[config.mk]
export PLATFORM = sky130hd
export DESIGN_NAME = orc_front
export DESIGN_NICKNAME = d
export VERILOG_FILES = /design/src/rtl/one_rule_classifier_trainer_core_macros.svh /design/src/rtl/orc_pkg.sv /design/src/rtl/orc_front.sv
export SDC_FILE = /design/constraint.sdc
export NUM_CORES = 1
export LEC_CHECK = 0
export BUFFER_PORTS_ARGS = -buffer_cell sky130_fd_sc_hd__buf_2
export CAP_MARGIN = 10
export CORE_ASPECT_RATIO = 0.7
export CORE_MARGIN = 1.5
export CORE_UTILIZATION = 60
export CTS_BUF_LIST = sky130_fd_sc_hd__clkbuf_4 sky130_fd_sc_hd__clkbuf_8
export DETAILED_ROUTE_END_ITERATION = 6
export PLACE_DENSITY_LB_ADDON = 0.25
export SLEW_MARGIN = 10
export SYNTH_ARGS = -nofsm -noshare
export SYNTH_HDL_FRONTEND = slang
export SYNTH_SLANG_ARGS = --single-unit
[constraint.sdc]
create_clock -name clk -period 3.65 [get_ports clk]
set_input_delay 0.73 -clock clk [delete_from_list [all_inputs] [get_ports clk]]
set_output_delay 0.73 -clock clk [all_outputs]
set_load 0.02 [all_outputs]
[src/rtl/one_rule_classifier_trainer_core_macros.svh]
// assertion macros for the classifier trainer rtl, included by orc_back
// no dependencies, included inside module bodies that assert
`ifndef ONE_RULE_CLASSIFIER_TRAINER_CORE_MACROS_SVH
`define ONE_RULE_CLASSIFIER_TRAINER_CORE_MACROS_SVH

// same-cycle implication
`define ORC_ASSERT_NOW(label, ante, cons) \
    label: assert property (@(posedge clk) disable iff (!rst_n) (ante) |-> (cons)) \
        else $error("orc assertion failed");

// next-cycle implication
`define ORC_ASSERT_NEXT(label, ante, cons) \
    label: assert property (@(posedge clk) disable iff (!rst_n) (ante) |=> (cons)) \
        else $error("orc assertion failed");

`endif

[src/rtl/orc_pkg.sv]
// package for the one-rule classifier trainer: beat types, codes, fsm states
// no dependencies
package orc_pkg;

    localparam int CODE_W  = 4;
    localparam int ATTR_N  = 8;
    localparam int ATTR_W  = 3;
    localparam int TOTAL_W = 16;

    typedef struct packed {
        logic [CODE_W-1:0] attr0;
        logic [CODE_W-1:0] attr1;
        logic [CODE_W-1:0] attr2;
        logic [CODE_W-1:0] attr3;
        logic [CODE_W-1:0] attr4;
        logic [CODE_W-1:0] attr5;
        logic [CODE_W-1:0] attr6;
        logic [CODE_W-1:0] attr7;
        logic [CODE_W-1:0] class_code;
        logic              last;
    } in_t;

    typedef struct packed {
        logic [ATTR_W-1:0]  best_attribute;
        logic [CODE_W-1:0]  value_code;
        logic [CODE_W-1:0]  predicted_class;
        logic [TOTAL_W-1:0] error_count;
        logic [TOTAL_W-1:0] instance_total;
        logic               is_rule;
        logic               final_item;
    } out_t;

    typedef struct packed {
        logic [ATTR_N-1:0][CODE_W-1:0] vals;
        logic [CODE_W-1:0]             cls;
        logic [ATTR_N-1:0]             en;
        logic                          last;
    } cmd_t;

    typedef enum logic [3:0] {
        ST_CLEAR,
        ST_IDLE,
        ST_CNT_WR,
        ST_EVAL,
        ST_EVAL_WAIT,
        ST_PICK,
        ST_RULE,
        ST_RULE_WAIT,
        ST_RULE_CHK,
        ST_SUMMARY
    } state_t;

endpackage

[src/rtl/orc_front.sv]
// front end: attribute count register, code folding, two-entry command queue
// depends on orc_pkg
module orc_front #(
    parameter int MAX_ATTRS   = 8,
    parameter int VALUE_CODES = 16,
    parameter int CLASS_CODES = 16
) (
    input  logic                          clk,
    input  logic                          rst_n,
    input  logic                          in_valid,
    output logic                          in_ready,
    input  orc_pkg::in_t                  in_data,
    input  logic                          cfg_wr_en,
    input  logic [orc_pkg::CODE_W-1:0]    cfg_wr_data,
    input  logic                          init_busy,
    output logic                          q_valid,
    output orc_pkg::cmd_t                 q_data,
    input  logic                          q_pop
);
    import orc_pkg::*;

    localparam logic [CODE_W-1:0] VAL_MISS = CODE_W'(VALUE_CODES - 1);
    localparam logic [CODE_W-1:0] CLS_MISS = CODE_W'(CLASS_CODES - 1);
    localparam logic [CODE_W-1:0] MAX_N    = CODE_W'(MAX_ATTRS);

    logic [CODE_W-1:0]             attr_cnt_reg;
    logic [ATTR_N-1:0][CODE_W-1:0] raw;
    logic [CODE_W-1:0]             n_use;
    cmd_t                          cmd;
    cmd_t                          q_reg [0:1];
    logic                          wr_ptr_reg, wr_ptr_next;
    logic                          rd_ptr_reg, rd_ptr_next;
    logic [1:0]                    fill_reg, fill_next;
    logic                          push;

    always_ff @(posedge clk or negedge rst_n)
    begin
        if (!rst_n)
        begin
            attr_cnt_reg <= CODE_W'(8);
        end
        else if (cfg_wr_en)
        begin
            attr_cnt_reg <= cfg_wr_data;
        end
    end

    assign raw = {in_data.attr7, in_data.attr6, in_data.attr5, in_data.attr4,
                  in_data.attr3, in_data.attr2, in_data.attr1, in_data.attr0};

    always_comb
    begin
        if (attr_cnt_reg == '0)
        begin
            n_use = CODE_W'(1);
        end
        else if (attr_cnt_reg > MAX_N)
        begin
            n_use = MAX_N;
        end
        else
        begin
            n_use = attr_cnt_reg;
        end
        for (int i = 0; i < ATTR_N; i++)
        begin
            cmd.vals[i] = (raw[i] >= VAL_MISS) ? VAL_MISS : raw[i];
            cmd.en[i]   = (CODE_W'(i) < n_use) && (i < MAX_ATTRS);
        end
        cmd.cls  = (in_data.class_code >= CLS_MISS) ? CLS_MISS : in_data.class_code;
        cmd.last = in_data.last;
    end

    assign in_ready = (fill_reg != 2'd2) && !init_busy;
    assign push     = in_valid && in_ready;
    assign q_valid  = (fill_reg != 2'd0);
    assign q_data   = q_reg[rd_ptr_reg];

    always_comb
    begin
        wr_ptr_next = wr_ptr_reg ^ push;
        rd_ptr_next = rd_ptr_reg ^ q_pop;
        fill_next   = fill_reg + {1'b0, push} - {1'b0, q_pop};
    end

    always_ff @(posedge clk)
    begin
        if (push)
        begin
            q_reg[wr_ptr_reg] <= cmd;
        end
    end

    always_ff @(posedge clk or negedge rst_n)
    begin
        if (!rst_n)
        begin
            wr_ptr_reg <= 1'b0;
            rd_ptr_reg <= 1'b0;
            fill_reg   <= 2'd0;
        end
        else
        begin
            wr_ptr_reg <= wr_ptr_next;
            rd_ptr_reg <= rd_ptr_next;
            fill_reg   <= fill_next;
        end
    end

endmodule

---- Yosys cells after proc, flatten, opt, wreduce, memory -nomap -nowiden ----
Memories as Yosys holds them, arrays and structs flattened.
Index checks and enable logic that the tools add are counted.
storage, ports and cells
  bits in registers ....................... 8
  latch bits .............................. 0
  memory bits (writable) .................. 90
  bits in read-only memories .............. 0
  input bits .............................. 47
  output and inout port bits .............. 47
  word-level logic and storage cells ...... 46
  memories kept ........................... 1
memories
  name   words  width  rd ports  clocked after Yosys merged registers in  wr ports  line             RTL
  q_reg  2      45     1         0                                        1         orc_front.sv:30  cmd_t q_reg [0:1];
cells by class
  add/subtract/negate cells ............... 2
  $mul .................................... 0
  divide/modulo/power cells ............... 0
  magnitude comparators ................... 18
  equality and inequality tests ........... 1
  shift operators ......................... 0
  multiplexer cells ....................... 13
  bitwise gates (word level) .............. 2
  reductions and logical operators ........ 5
operator list
  operator            number
  $mux 4              11
  $ge 4x4->1 const B  9
  $lt 3x4->1 const A  4
  $lt 1x4->1 const A  2
  $lt 2x4->1 const A  2
  $gt 4x4->1 const B  1
  $logic_not 4->1     1
  $add 2x1->2         1
  $logic_and 1x1->1   2
  $mux 1              2
  $ne 2x2->1 const B  1
  $reduce_bool 2->1   1
  $sub 2x1->2         1
  $xor 1x1->1         2
  $logic_not 1->1     1

---- Logic depth before layout (Yosys ltp) ----
  depth in word-level cells ............... 5
  mapped depth ............................ 7
  mapped depth without buffers ............ 7

---- Worst setup path before layout ----
OpenSTA, ideal clock, no wires.
  kind .................................... in2reg
  start point ............................. in init_busy
  end point ............................... mem q_reg[1][0] (netlist name), enable pin
  library setup time ...................... 0.407 ns
  data arrival time ....................... 2.069 ns
  required time ........................... 3.243 ns
  path slack .............................. 1.174 ns
  stages on the path ...................... 3
  buffers on the path ..................... 0
  cells stage by stage .................... inv_1 o211a_1 ha_1
between the ends
  longest elaborated chain between the ends .. 5
RTL lines
  item                          line             RTL
  from (decl)                   orc_front.sv:15  input logic init_busy,
  $logic_not 1->1               orc_front.sv:74  assign in_ready = (fill_reg != 2'd2) && !init_busy;
  $logic_and 1x1->1             orc_front.sv:74
  $logic_and 1x1->1             orc_front.sv:75  assign push = in_valid && in_ready;
  $mux 1                        orc_front.sv:88  if (push)
  $mux 1 (not written as such)  orc_front.sv:90  q_reg[wr_ptr_reg] <= cmd;
  to (decl)                     orc_front.sv:30
No other way between the ends.

==> results.sh <==
export IMPL_status="finished, final reports clean"
export IMPL_setup_viol=0
export IMPL_clock_fmax_mhz=399.1
export IMPL_n_fill_cell=389
export IMPL_path_clk_slew_ns=0.09
export IMPL_syn_to_final_growth_pct=15.04
export IMPL_core_area_sq_um=6336
export IMPL_drc_errors=0
export IMPL_yosysUniqueCellTypes=23
export IMPL_p_leak_nw=1.863
export IMPL_place_hpwl_mm=3.949
export IMPL_synth_top_area_frac=0.6742
export IMPL_fin_crit_sh=0.6865
export IMPL_worstPathArrival_ns=1.78
export IMPL_yosys_warnings=0
export IMPL_rows=24
export IMPL_die_y_um=71.39
export IMPL_holdCritPathClass="input port to asynchronous set/reset pin"
export IMPL_syn_instance_count=214
export IMPL_maxCapViolCount=0
export IMPL_seq_area_frac_synth=0.7244
export IMPL_cts_tree="yes"
export IMPL_finalCriticalPeriod_ns=2.506
export IMPL_r2r_slack_ns=1.76
export IMPL_ir_drop_mv=0.4047
export IMPL_fin_tns_setup_ns=0
export IMPL_ys_ff_latch=98
export IMPL_synth_main_ff_cell="edfxtp_1"
export IMPL_cp_num_buf_inv=2
export IMPL_hold_viol_final=0
export IMPL_antenna_found_initial=0
export IMPL_track_usage=0.1710
export IMPL_cp_start_kind="flop"
export IMPL_grt_pass1_vias=1861
export IMPL_largest_reg_flops=90
export IMPL_design_area_sq_um=4612
export IMPL_fin_worst_skew_ns=0.009387
export IMPL_start_util=0.6327
export IMPL_dieArea_sq_um=7189
export IMPL_antennaDiodeCount=0
export IMPL_final_nets=332
export IMPL_drv_slew=0
export IMPL_place_congestion=0.7165
export IMPL_clockRootBuffer="clkbuf_8"
export IMPL_ff2ff_path_depth=4
export IMPL_avgSynthCellArea_sq_um=18.73
export IMPL_ctsResizeCount=0
export IMPL_max_slew_worst_pin_slew_ns=0.6000
export IMPL_h_tree_depth=3
export IMPL_async_flop_share=0.08163
export IMPL_endpoint_kind="primary output"
export IMPL_final_setup_worst_slack_ns=1.144
export IMPL_cts_setup_buffers=0
export IMPL_r2r_end="q_reg[1][5]$_DFFE_PP_"
export IMPL_yosysTopAreaCell="edfxtp_1"
export IMPL_wire_per_inst_um=15.33
export IMPL_placed_cell_area_sq_um=4423
export IMPL_top_level_ports=94
export IMPL_path_cells="buf_12 > mux2_2 > buf_2"
export IMPL_maxSlewHeadroom=0.6000
export IMPL_synth_area_leaders="edfxtp_1, mux2_4, dfrtp_1, clkbuf_1, mux2_2"
export IMPL_io_buffers=93
export IMPL_grt_ovfl_total=0
export IMPL_synth_edf_count=90
export IMPL_cts_buffers=9
export IMPL_reg2reg_from="fill_reg[1]$_DFF_PN0_"
export IMPL_drtIter0Drc=68
export IMPL_die_x_um=100.7
export IMPL_seq_area_sq_um=2905
export IMPL_multiInputGateArea_sq_um=860.8
export IMPL_place_worst_setup_slack_ns=1.385
export IMPL_clock_path_buffers=2
export IMPL_hold_buffers=0
export IMPL_cp_required_ns=2.92
export IMPL_rsz0062_at_grt="no"
export IMPL_vias=1853
export IMPL_critPathMaxFanout=37
export IMPL_grt_max_degree=38
export IMPL_grt_pass1_wl_mm=8.873
export IMPL_dr_pass1_iters=4
export IMPL_synth_area_sq_um=4009
export IMPL_vias_per_cell=4.915
export IMPL_critical_path_class="flop to primary output"
export IMPL_crit_slowest_cell="dfrtp_2"
export IMPL_powerDensity_nw_per_um2=699.0
export IMPL_clock_latency_ns=0.35
export IMPL_drive_gt1_frac=0.5804
export IMPL_cts_sinks=98
export IMPL_utilization=0.7279
export IMPL_drtAntennaViolNets=0
export IMPL_cp_top_family="flip-flops"
export IMPL_max_stage_delay_ns=0.55
export IMPL_finalWirelength_mm=5.778
==> cells in the mapped netlist, types with 2 or more instances <==
cell type,instances
edfxtp_1,90
mux2_4,39
clkbuf_1,37
mux2_2,10
dfrtp_1,7
inv_1,6
buf_12,4
ha_1,4
a21o_1,2
xnor2_1,2
==> power breakdown <==
group          switching [mW]  internal [mW]
combinational           0.584          0.516
sequential             0.0764           1.40
clock                   0.330          0.318
==> final cells by class <==
cell class,instances,area share
Timing Repair Buffer,97,0.1129
Sequential cell,98,0.6300
Inverter,6,0.004883
Clock inverter,6,0.01248
Tap cell,91,0.02469
Clock buffer,10,0.02849
Multi-Input combinational cell,69,0.1867
==> layer usage <==
layer	track usage	vias to the layer above	share of wire
met2	0.2575	62	0.45
met4	0.06103	0	0.010
met1	0.2315	896	0.47
li1	-	888	-
met5	0	-	0
met3	0.06537	7	0.069
==> stage by stage <==
stage	cells	total power, mW	hold WS, ns
after floorplan	215	2.407	0.4344
after global placement	361	2.594	0.5139
after detailed placement	361	2.619	0.5247
after CTS	377	3.259	0.2061
after global routing	377	3.375	0.2060
final	377	3.224	0.2134
==> cell families after synthesis <==
logic type / after synthesis / synth area share
multiplexers: 49 / 0.1742
other: 1 / 0.0009354
AO/OA/AOI/OAI: 7 / 0.01279
flip-flops: 98 / 0.7244
adder cells (fa/ha/maj): 4 / 0.01248
buffers and inverters: 48 / 0.06305
XOR/XNOR: 3 / 0.006556
AND/OR/NAND/NOR: 4 / 0.005620
==> worst max path at each step <==
stage,startpoint,to,slack (ns),cells after the start
after detailed placement,init_busy,q_reg[1][38]$_DFFE_PP_,1.38,5
after global routing,rd_ptr_reg$_DFF_PN0_,q_data[27],1.07,3
after CTS,rd_ptr_reg$_DFF_PN0_,q_data[27],1.13,3
after floorplan,init_busy,q_reg[1][0]$_DFFE_PP_,1.17,3
after global placement,init_busy,q_reg[1][41]$_DFFE_PP_,1.42,5
final,rd_ptr_reg$_DFF_PN0_,q_data[27],1.14,3
==> layout by cell type, fill, tap and decap left out, types with 6 or more instances in the layout <==
master	count
buf_2	93
edfxtp_1	90
clkbuf_8	9
mux2_2	10
mux2_4	39
dfrtp_1	6
inv_1	6
==> worst register-to-register path, delay by kind of cell, from the launching register on <==
kind / cells / cell delay [ns]
compound gates: 1 / 0.20
fa+ha+maj: 1 / 0.57
buf+inv: 2 / 0.38
flops: 1 / 0.43
(Power assumes the default switching activity.)
